===== config.mk =====
export PLATFORM = sky130hd
export DESIGN_NAME = segment_offsets_and_index_expand
export DESIGN_NICKNAME = d
export VERILOG_FILES = /design/src/hw/rtl/soie_pkg.sv /design/src/hw/rtl/segment_offsets_and_index_expand.sv /design/src/hw/rtl/soie_dp.sv /design/src/hw/rtl/soie_ctrl.sv
export VERILOG_INCLUDE_DIRS = /design/src /design/src/hw/rtl
export SDC_FILE = /design/constraint.sdc
export NUM_CORES = 2
export LEC_CHECK = 0
export ABC_AREA = 1
export BUFFER_PORTS_ARGS = -buffer_cell sky130_fd_sc_hd__buf_2
export CAP_MARGIN = 10
export CORE_UTILIZATION = 34
export DETAILED_ROUTE_END_ITERATION = 10
export GPL_TIMING_DRIVEN = 0
export PLACE_DENSITY = 0.59
export SKIP_CTS_REPAIR_TIMING = 1
export SLEW_MARGIN = 20
export SYNTH_ARGS = -nofsm -noshare
export SYNTH_HDL_FRONTEND = slang
export SYNTH_SLANG_ARGS = --single-unit

===== constraint.sdc =====
create_clock -name aclk -period 15.6 [get_ports aclk]
set_input_delay 1.56 -clock aclk [delete_from_list [all_inputs] [get_ports aclk]]
set_output_delay 1.56 -clock aclk [all_outputs]
set_load 0.01 [all_outputs]

===== src/hw/rtl/assert_macros.svh =====
// Assertion helpers included by the top-level RTL module.
`ifndef ASSERT_MACROS_SVH
`define ASSERT_MACROS_SVH

// Same-cycle implication, disabled while reset is low.
`define SOIE_ASSERT_IMP(lbl, clk, rstn, ante, cons, msg) \
    lbl: assert property (@(posedge clk) disable iff (!rstn) (ante) |-> (cons)) \
        else $error(msg);

// Next-cycle implication, disabled while reset is low.
`define SOIE_ASSERT_NXT(lbl, clk, rstn, ante, cons, msg) \
    lbl: assert property (@(posedge clk) disable iff (!rstn) (ante) |=> (cons)) \
        else $error(msg);

`endif


===== src/hw/rtl/soie_pkg.sv =====
package soie_pkg;

    localparam int DATA_WIDTH_DEF = 64;
    localparam int MAX_RUN_DEF    = 64;
    localparam int VALUE_W        = 64;
    localparam int RESULT_W       = 63;
    localparam int MODE_W         = 2;
    localparam int KIND_W         = 2;
    localparam int ERR_W          = 3;

    // Mode register codes
    localparam logic [MODE_W-1:0] MODE_LEN_TO_OFF = 2'd0;
    localparam logic [MODE_W-1:0] MODE_LEN_TO_IDX = 2'd1;
    localparam logic [MODE_W-1:0] MODE_OFF_TO_IDX = 2'd2;
    localparam logic [MODE_W-1:0] MODE_RESERVED   = 2'd3;

    // Result kinds
    localparam logic [KIND_W-1:0] KIND_OFFSET = 2'd0;
    localparam logic [KIND_W-1:0] KIND_INDEX  = 2'd1;
    localparam logic [KIND_W-1:0] KIND_ERROR  = 2'd2;

    // Error codes
    localparam logic [ERR_W-1:0] ERR_NONE       = 3'd0;
    localparam logic [ERR_W-1:0] ERR_NEG_LENGTH = 3'd1;
    localparam logic [ERR_W-1:0] ERR_DEC_OFFSET = 3'd2;
    localparam logic [ERR_W-1:0] ERR_OVERFLOW   = 3'd3;
    localparam logic [ERR_W-1:0] ERR_RUN_LONG   = 3'd4;

    typedef struct packed {
        logic signed [VALUE_W-1:0] value;
        logic                      start_req;
    } soie_in_t;

    typedef struct packed {
        logic [KIND_W-1:0]   kind;
        logic [RESULT_W-1:0] result_value;
        logic [RESULT_W-1:0] position;
        logic [ERR_W-1:0]    error_code;
        logic                last_of_run;
    } soie_out_t;

    // Controller to datapath
    typedef struct packed {
        logic take;
        logic emit_total;
        logic emit_elem;
    } soie_cmd_t;

    // Datapath to controller
    typedef struct packed {
        logic out_free;
        logic go_total;
        logic go_run;
        logic run_last;
    } soie_status_t;

endpackage


===== src/hw/rtl/segment_offsets_and_index_expand.sv =====
// Channel   | Ports                            | Transfer
// ----------+----------------------------------+------------------------------------
// input     | s_valid, s_ready, s_data         | one length or offset, start marker
// result    | m_valid, m_ready, m_data         | one offset, segment number or error
// config    | cfg_valid, cfg_ready, cfg_data   | mode register write
//
// An item yields at most one result; a start in lengths-to-offsets mode yields
// a leading zero and then the total; an index run of length L yields L results,
// one result per cycle through the single output register unless output stalls.
// Input stalls while a run or the trailing total is still being emitted.
// Reset is synchronous, active low, and clears the mode and sequence state.
// Output stalls hold the result register and back-pressure the input.
module segment_offsets_and_index_expand import soie_pkg::*; #(
    parameter int DATA_WIDTH = DATA_WIDTH_DEF,
    parameter int MAX_RUN    = MAX_RUN_DEF
) (
    input  logic              aclk,
    input  logic              aresetn,
    input  logic              s_valid,
    output logic              s_ready,
    input  soie_in_t          s_data,
    output logic              m_valid,
    input  logic              m_ready,
    output soie_out_t         m_data,
    input  logic              cfg_valid,
    output logic              cfg_ready,
    input  logic [MODE_W-1:0] cfg_data
);

`include "assert_macros.svh"

    soie_cmd_t    cmd;
    soie_status_t status;
    logic         cfg_write;

    // Mode writes are always taken
    assign cfg_ready = 1'b1;
    assign cfg_write = cfg_valid && cfg_ready;

    soie_ctrl u_ctrl (
        .aclk    (aclk),
        .aresetn (aresetn),
        .s_valid (s_valid),
        .s_ready (s_ready),
        .status  (status),
        .cmd     (cmd)
    );

    soie_dp #(
        .DATA_WIDTH (DATA_WIDTH),
        .MAX_RUN    (MAX_RUN)
    ) u_dp (
        .aclk      (aclk),
        .aresetn   (aresetn),
        .s_data    (s_data),
        .cfg_valid (cfg_write),
        .cfg_data  (cfg_data),
        .cmd       (cmd),
        .status    (status),
        .m_valid   (m_valid),
        .m_ready   (m_ready),
        .m_data    (m_data)
    );

    `SOIE_ASSERT_IMP(a_emit_needs_room, aclk, aresetn, cmd.emit_total || cmd.emit_elem, status.out_free, "result emitted into a full output register")
    `SOIE_ASSERT_IMP(a_take_excludes_emit, aclk, aresetn, cmd.take, !(cmd.emit_total || cmd.emit_elem), "item taken while results still pending")
    `SOIE_ASSERT_IMP(a_error_is_last, aclk, aresetn, m_valid && (m_data.kind == KIND_ERROR), m_data.last_of_run && (m_data.result_value == '0), "error result not marked last")
    `SOIE_ASSERT_NXT(a_run_blocks_input, aclk, aresetn, status.go_run, !s_ready, "input accepted during a run")

endmodule


===== src/hw/rtl/soie_dp.sv =====
module soie_dp import soie_pkg::*; #(
    parameter int DATA_WIDTH = DATA_WIDTH_DEF,
    parameter int MAX_RUN    = MAX_RUN_DEF
) (
    input  logic               aclk,
    input  logic               aresetn,
    input  soie_in_t           s_data,
    input  logic               cfg_valid,
    input  logic [MODE_W-1:0]  cfg_data,
    input  soie_cmd_t          cmd,
    output soie_status_t       status,
    output logic               m_valid,
    input  logic               m_ready,
    output soie_out_t          m_data
);

    localparam int RUN_W = $clog2(MAX_RUN + 1);
    localparam logic [VALUE_W-1:0] TOTAL_LIMIT = {VALUE_W{1'b1}} >> (65 - DATA_WIDTH);
    localparam logic [VALUE_W-1:0] RUN_LIMIT   = VALUE_W'(MAX_RUN);

    logic [MODE_W-1:0]   mode_reg;
    logic                active_reg;
    logic                failed_reg;
    logic [VALUE_W-1:0]  total_reg;
    logic [VALUE_W-1:0]  prev_reg;
    logic [VALUE_W-1:0]  base_reg;
    logic [VALUE_W-1:0]  seg_reg;
    logic [RESULT_W-1:0] run_seg_reg;
    logic [RESULT_W-1:0] run_pos_reg;
    logic [RUN_W-1:0]    run_left_reg;
    logic                m_valid_reg;
    soie_out_t           m_data_reg;
    soie_out_t           m_data_next;

    logic [VALUE_W-1:0]  value_ext;
    logic                start;
    logic                drop;
    logic                silent_start;
    logic [VALUE_W-1:0]  total_eff;
    logic [VALUE_W-1:0]  seg_eff;
    logic [VALUE_W-1:0]  room;
    logic [VALUE_W-1:0]  total_sum;
    logic [VALUE_W-1:0]  step;
    logic [VALUE_W-1:0]  span;
    logic [VALUE_W-1:0]  first_full;
    logic [VALUE_W-1:0]  len_full;
    logic [RUN_W-1:0]    run_len;
    logic [RESULT_W-1:0] run_first;
    logic [ERR_W-1:0]    err;
    logic                is_run;
    logic                load_first;
    logic                load;
    logic                out_free;
    logic                accept;

    // Decode the offered item against the current sequence state
    always_comb begin
        value_ext    = VALUE_W'($signed(s_data.value[DATA_WIDTH-1:0]));
        start        = s_data.start_req;
        drop         = (mode_reg == MODE_RESERVED) || (!start && (!active_reg || failed_reg));
        silent_start = start && (mode_reg == MODE_OFF_TO_IDX);
        total_eff    = start ? '0 : total_reg;
        seg_eff      = start ? '0 : seg_reg;
        room         = TOTAL_LIMIT - total_eff;
        total_sum    = total_eff + value_ext;
        step         = value_ext - prev_reg;
        span         = value_ext - base_reg;

        err = ERR_NONE;
        if (mode_reg != MODE_OFF_TO_IDX) begin
            if (value_ext[VALUE_W-1]) begin
                err = ERR_NEG_LENGTH;
            end else if (value_ext > room) begin
                err = ERR_OVERFLOW;
            end else if ((mode_reg == MODE_LEN_TO_IDX) && (value_ext > RUN_LIMIT)) begin
                err = ERR_RUN_LONG;
            end
        end else if (!silent_start) begin
            if ($signed(value_ext) < $signed(prev_reg)) begin
                err = ERR_DEC_OFFSET;
            end else if (span > TOTAL_LIMIT) begin
                err = ERR_OVERFLOW;
            end else if (step > RUN_LIMIT) begin
                err = ERR_RUN_LONG;
            end
        end

        if (mode_reg == MODE_LEN_TO_IDX) begin
            len_full   = value_ext;
            first_full = total_eff;
        end else begin
            len_full   = step;
            first_full = prev_reg - base_reg;
        end
        run_len   = len_full[RUN_W-1:0];
        run_first = first_full[RESULT_W-1:0];

        is_run = !drop && !silent_start && (err == ERR_NONE)
                 && (mode_reg != MODE_LEN_TO_OFF);
    end

    // Pick the result to load into the output register
    always_comb begin
        load_first = cmd.take && !drop && !silent_start && !(is_run && (run_len == '0));
        load       = load_first || cmd.emit_total || cmd.emit_elem;

        m_data_next              = m_data_reg;
        m_data_next.kind         = KIND_OFFSET;
        m_data_next.result_value = '0;
        m_data_next.position     = '0;
        m_data_next.error_code   = ERR_NONE;
        m_data_next.last_of_run  = 1'b1;
        if (cmd.emit_total) begin
            m_data_next.result_value = total_reg[RESULT_W-1:0];
        end else if (cmd.emit_elem) begin
            m_data_next.kind         = KIND_INDEX;
            m_data_next.result_value = run_seg_reg;
            m_data_next.position     = run_pos_reg;
            m_data_next.last_of_run  = (run_left_reg == RUN_W'(1));
        end else if (err != ERR_NONE) begin
            m_data_next.kind       = KIND_ERROR;
            m_data_next.error_code = err;
        end else if (mode_reg == MODE_LEN_TO_OFF) begin
            // Leading zero comes first on a start; the total follows
            if (start) begin
                m_data_next.last_of_run = 1'b0;
            end else begin
                m_data_next.result_value = total_sum[RESULT_W-1:0];
            end
        end else begin
            m_data_next.kind         = KIND_INDEX;
            m_data_next.result_value = seg_eff[RESULT_W-1:0];
            m_data_next.position     = run_first;
            m_data_next.last_of_run  = (run_len == RUN_W'(1));
        end
    end

    assign accept          = cmd.take && !drop;
    assign out_free        = !m_valid_reg || m_ready;
    assign status.out_free = out_free;
    assign status.go_total = cmd.take && !drop && start && (mode_reg == MODE_LEN_TO_OFF)
                             && (err == ERR_NONE);
    assign status.go_run   = cmd.take && is_run && (run_len > RUN_W'(1));
    assign status.run_last = (run_left_reg == RUN_W'(1));

    // Sequence state, mode and output valid
    always_ff @(posedge aclk) begin
        if (!aresetn) begin
            mode_reg    <= MODE_LEN_TO_OFF;
            active_reg  <= 1'b0;
            failed_reg  <= 1'b0;
            total_reg   <= '0;
            prev_reg    <= '0;
            base_reg    <= '0;
            seg_reg     <= '0;
            m_valid_reg <= 1'b0;
        end else begin
            if (cfg_valid) begin
                mode_reg <= cfg_data;
            end
            // A start opens the sequence; a mode write closes it
            if (accept && start) begin
                active_reg <= 1'b1;
            end else if (cfg_valid) begin
                active_reg <= 1'b0;
            end
            if (accept) begin
                if (err != ERR_NONE) begin
                    failed_reg <= 1'b1;
                end else if (start) begin
                    failed_reg <= 1'b0;
                end
                if ((err == ERR_NONE) && (mode_reg != MODE_OFF_TO_IDX)) begin
                    total_reg <= total_sum;
                end else if (start) begin
                    total_reg <= '0;
                end
                if (is_run) begin
                    seg_reg <= seg_eff + VALUE_W'(1);
                end else if (start) begin
                    seg_reg <= '0;
                end
                if (silent_start || (is_run && (mode_reg == MODE_OFF_TO_IDX))) begin
                    prev_reg <= value_ext;
                end else if (start) begin
                    prev_reg <= '0;
                end
                if (silent_start) begin
                    base_reg <= value_ext;
                end else if (start) begin
                    base_reg <= '0;
                end
            end
            if (load) begin
                m_valid_reg <= 1'b1;
            end else if (m_ready) begin
                m_valid_reg <= 1'b0;
            end
        end
    end

    // Run counters and output payload
    always_ff @(posedge aclk) begin
        if (cmd.take && is_run) begin
            run_seg_reg  <= seg_eff[RESULT_W-1:0];
            run_pos_reg  <= run_first + RESULT_W'(1);
            run_left_reg <= run_len - RUN_W'(1);
        end else if (cmd.emit_elem) begin
            run_pos_reg  <= run_pos_reg + RESULT_W'(1);
            run_left_reg <= run_left_reg - RUN_W'(1);
        end
        if (load) begin
            m_data_reg <= m_data_next;
        end
    end

    assign m_valid = m_valid_reg;
    assign m_data  = m_data_reg;

endmodule


===== src/hw/rtl/soie_ctrl.sv =====
module soie_ctrl import soie_pkg::*; (
    input  logic         aclk,
    input  logic         aresetn,
    input  logic         s_valid,
    output logic         s_ready,
    input  soie_status_t status,
    output soie_cmd_t    cmd
);

    localparam logic [1:0] S_IDLE  = 2'd0;
    localparam logic [1:0] S_TOTAL = 2'd1;
    localparam logic [1:0] S_RUN   = 2'd2;

    logic [1:0] state_reg;
    logic [1:0] state_next;

    // Take items only when idle and the output register can be refilled
    assign s_ready = (state_reg == S_IDLE) && status.out_free;

    always_comb begin
        state_next     = state_reg;
        cmd.take       = 1'b0;
        cmd.emit_total = 1'b0;
        cmd.emit_elem  = 1'b0;
        case (state_reg)
            S_IDLE: begin
                cmd.take = s_valid && status.out_free;
                if (status.go_total) begin
                    state_next = S_TOTAL;
                end else if (status.go_run) begin
                    state_next = S_RUN;
                end
            end
            S_TOTAL: begin
                if (status.out_free) begin
                    cmd.emit_total = 1'b1;
                    state_next     = S_IDLE;
                end
            end
            S_RUN: begin
                if (status.out_free) begin
                    cmd.emit_elem = 1'b1;
                    if (status.run_last) begin
                        state_next = S_IDLE;
                    end
                end
            end
            default: begin
                state_next = S_IDLE;
            end
        endcase
    end

    always_ff @(posedge aclk) begin
        if (!aresetn) begin
            state_reg <= S_IDLE;
        end else begin
            state_reg <= state_next;
        end
    end

endmodule

==> flow_metrics.tcl <==
set metrics [dict create \
    hold_fails_final_rpt 0 \
    multiInputGateArea_sq_mm 0.0263 \
    route.final.wire_length_mm 207 \
    register_area_share_after_synthesis_pct 29.8 \
    cts.sink_count 527 \
    maxCapViolations 1 \
    fin_crit_sh_pct 65.2 \
    via_count 48370 \
    slew_viol_final 0 \
    tritoncts.num_buffers 60 \
    worst_path_max_delay_cell "sky130_fd_sc_hd__clkbuf_1" \
    switching_power_uw 1730 \
    worst_setup_path_start_kind "input port" \
    synth-async-reset-ratio_pct 0 \
    cell_internal_pwr_uw 2710 \
    critPathMostFrequentCell "sky130_fd_sc_hd__nand2_1" \
    sequential_group_share_of_total_power_pct 34.9 \
    gp_congestion 1.09 \
    timing.critical_path.max_delay_family "simple AND/OR/NAND/NOR gates" \
    post-route-drc-count 0 \
    finish.net_count 7571 \
    criticalPathCategory "input port to flip-flop" \
    areaGrowthSynthToFinish_pct 12.3 \
    synth-main-ff-cell "sky130_fd_sc_hd__edfxtp_1" \
    syn-cell-area_sq_mm 0.0443 \
    mostFrequentLayoutCell "sky130_fd_sc_hd__nand2_1" \
    synth-edff-count 265 \
    antenna_violating_nets_post_route 0 \
    clk_latency_ns 0.71 \
    grt_first_pass_wirelength_mm 291 \
    initialDrtViolationCount 5593 \
    cts_htree_levels 2 \
    cts_buffer_depth 3 \
    status "finished with violations" \
    setup_skew_after_layout_ns 0.0271 \
    layout.area.seq_sq_mm 0.0132 \
    power.clock.fraction_pct 33.3 \
    pwr-share-comb_pct 31.9 \
    netSwitchingFraction_pct 39.0 \
    io-pin-count 207 \
    path_buf_inv 8 \
    chipHeight_um 363 \
    clk_pin_slew_worst_paths_ns 0.06 \
    dr.pass1.iters 8 \
    number_of_antenna_violations_at_the_first_check_in_global_routing 11 \
    timing.hold.worst.class "flip-flop to flip-flop" \
    fp.coreArea_sq_mm 0.129 \
    groute.usage.overall_pct 30.2 \
    synth.ff_latch_count 527 \
    grt-ovfl-total 0 \
    tritoncts "yes" \
    syn-mean-instance-area_sq_um 6.38 \
    fillCellCount 14346 \
    worstPathMaxFanout 10 \
    yosys_warnings 0 \
    p_total_uw 4440 \
    finalSetupViolCount 0 \
    grt_max_degree 59 \
    library_cells_used_by_synthesis 61 \
    floorplan.initialDensity_pct 34.2 \
    synthesis.nets 7290 \
    cts-root-buf "sky130_fd_sc_hd__clkbuf_16" \
    pwr_density_cell_mw_per_mm2 89.2 \
    crit_arrival_ns 10.62 \
    share_of_post_route_cells_with_drive_strength_above_1_pct 6.78 \
    layout.cells.most_common_list "sky130_fd_sc_hd__nand2_1 (1978), sky130_fd_sc_hd__inv_1 (1046), sky130_fd_sc_hd__nor2_1 (819)" \
    critical_path_required_ns 16.05 \
    vdd_ir_drop_max_mv 0.0894 \
    floorplan.die.width_um 363 \
    rsz0062_at_grt "false" \
    slowest_delay_ns 0.85 \
    portBuffers 204 \
    period_minus_slack_ns 10.18 \
    leakagePower_uw 0.0216 \
    grt_pass1_vias 44020 \
    die_area_sq_mm 0.132 \
    fp-row-count 132 \
    via_per_inst 5.35 \
    transition_time_of_the_tightest_slew_check_pin_ns 1.48 \
    violations "max-capacitance violations" \
    end_kind "flip-flop" \
    avgRoutedWirePerCell_um 22.9 \
    achievable-frequency_mhz 98.3 \
    relSlewSlack_pct 0.616 \
    fin_tns_setup_ns 0 \
    synth_cells 6954 \
    place.detailed.hpwl_mm 173 \
    number_of_flip_flops_in_the_largest_register 132 \
]
-- cells in the mapped netlist, types with 12 or more instances --
cell	number	area, sq um
sky130_fd_sc_hd__a31oi_1	105	657
sky130_fd_sc_hd__nand4_1	74	463
sky130_fd_sc_hd__buf_1	14	52.6
sky130_fd_sc_hd__clkbuf_1	180	676
sky130_fd_sc_hd__o22ai_1	68	425
sky130_fd_sc_hd__nor3_1	118	591
sky130_fd_sc_hd__o21a_1	35	263
sky130_fd_sc_hd__inv_2	14	52.6
sky130_fd_sc_hd__nand2_1	1980	7430
sky130_fd_sc_hd__o21bai_1	42	315
sky130_fd_sc_hd__nand2_2	31	194
sky130_fd_sc_hd__o21ai_0	325	1630
sky130_fd_sc_hd__nor4_1	51	319
sky130_fd_sc_hd__a21o_1	12	90.1
sky130_fd_sc_hd__or2_2	17	106
sky130_fd_sc_hd__a21oi_1	569	2850
sky130_fd_sc_hd__xnor2_1	69	604
sky130_fd_sc_hd__a22oi_1	41	308
sky130_fd_sc_hd__xor2_1	99	867
sky130_fd_sc_hd__nor2_2	44	275
sky130_fd_sc_hd__dfxtp_1	262	5250
sky130_fd_sc_hd__ha_1	261	3270
sky130_fd_sc_hd__nand3_1	220	1100
sky130_fd_sc_hd__nand3b_1	17	128
sky130_fd_sc_hd__nor2_1	821	3080
sky130_fd_sc_hd__edfxtp_1	265	7960
sky130_fd_sc_hd__inv_1	1046	3930
sky130_fd_sc_hd__o211ai_1	41	308
-- through the flow --
stage	cell area, sq um	hold slack (ns)	instances	util (%)	worst slack [ns]
final	49800	0.449	9037	38.5	5.42
after global routing	49800	0.453	9029	38.4	5.33
after CTS	49800	0.440	9029	38.4	5.81
after detailed placement	47800	0.432	8915	36.9	5.11
after global placement	47500	0.421	8900	36.7	2.18
after floorplan	44300	0.412	6954	-	7.13
-- power by group through the flow --
| stage | Sequential, uW | Combinational (uW) | Clock, uW |
|---|---|---|---|
| 6_report | 1550 | 1420 | 1480 |
| 4_1_cts | 1550 | 1360 | 1500 |
| 5_1_grt | 1550 | 1510 | 1550 |
| 2_1_floorplan | 1590 | 769 | 0 |
| 3_5_place_dp | 1580 | 1360 | 0 |
| 3_3_place_gp | 1590 | 1330 | 0 |
-- worst register-to-register path, stage by stage, from the launching register on --
cell and delay, ns:
sky130_fd_sc_hd__dfxtp_1 0.40, sky130_fd_sc_hd__inv_1 0.10, sky130_fd_sc_hd__ha_1 0.37, sky130_fd_sc_hd__nand2_1 0.12, sky130_fd_sc_hd__nor2_1 0.24, sky130_fd_sc_hd__nand2_1 0.18, sky130_fd_sc_hd__nor2_1 0.19, sky130_fd_sc_hd__nand2_1 0.09
sky130_fd_sc_hd__nand3_2 0.15, sky130_fd_sc_hd__nand3_2 0.14, sky130_fd_sc_hd__nand2_1 0.14, sky130_fd_sc_hd__nand2_1 0.08, sky130_fd_sc_hd__nand3_2 0.08, sky130_fd_sc_hd__xor2_2 0.53, sky130_fd_sc_hd__nand2_1 0.16, sky130_fd_sc_hd__nor2_1 0.39
sky130_fd_sc_hd__nand3_2 0.32, sky130_fd_sc_hd__nand3_4 0.27, sky130_fd_sc_hd__nor2_4 0.10, sky130_fd_sc_hd__nand2_2 0.13, sky130_fd_sc_hd__buf_6 0.16, sky130_fd_sc_hd__buf_2 0.42, sky130_fd_sc_hd__buf_1 0.59, sky130_fd_sc_hd__nand2_4 0.49
sky130_fd_sc_hd__buf_12 0.35
-- routing by layer --
layer,part of all wire (%),vias to the layer above,GRT usage (%)
met1,39,22257,36.5
met4,7.3,10,19.4
met2,44,2307,48.1
met5,0.032,-,0
li1,-,23202,-
met3,9.6,594,7.27
-- worst paths after layout --
path / startpoint / endpoint / slack [ns] / cells after the start
worst min-delay path: u_dp.seg_reg[10]$_SDFFE_PN0P_ / u_dp.seg_reg[10]$_SDFFE_PN0P_ / 0.45 / 1
worst max-delay path: s_data[0] / u_dp.run_pos_reg[32]$_DFFE_PP_ / 5.42 / 30
worst min register to register: u_dp.seg_reg[10]$_SDFFE_PN0P_ / u_dp.seg_reg[10]$_SDFFE_PN0P_ / 0.45 / 1
worst max register to register: u_dp.prev_reg[16]$_SDFFE_PN0P_ / u_dp.run_pos_reg[12]$_DFFE_PP_ / 9.09 / 24
-- cell type report --
| type | instances | share of cell area (%) |
|---|---|---|
| clock inverters | 28 | 0.653 |
| clock buffers | 86 | 3.37 |
| inverters | 1066 | 8.04 |
| plain buffers | 218 | 1.83 |
| repair buffers | 219 | 2.45 |
| flip-flops and latches | 527 | 26.5 |
| diodes | 8 | 0.0402 |
| well taps | 1742 | 4.38 |
| multi-input cells | 5143 | 52.7 |
-- kinds of logic after synthesis --
logic type / Yosys count / share of synthesized area, %
compound gates: 1292 / 16.4
xor+xnor: 169 / 3.36
fa+ha+maj: 264 / 7.50
buf+inv: 1284 / 11.1
flops: 527 / 29.8
mux: 8 / 0.203
other cells: 1 / 0.00846
simple gates: 3409 / 31.7
Note: power is estimated with default switching activity, not from simulation.
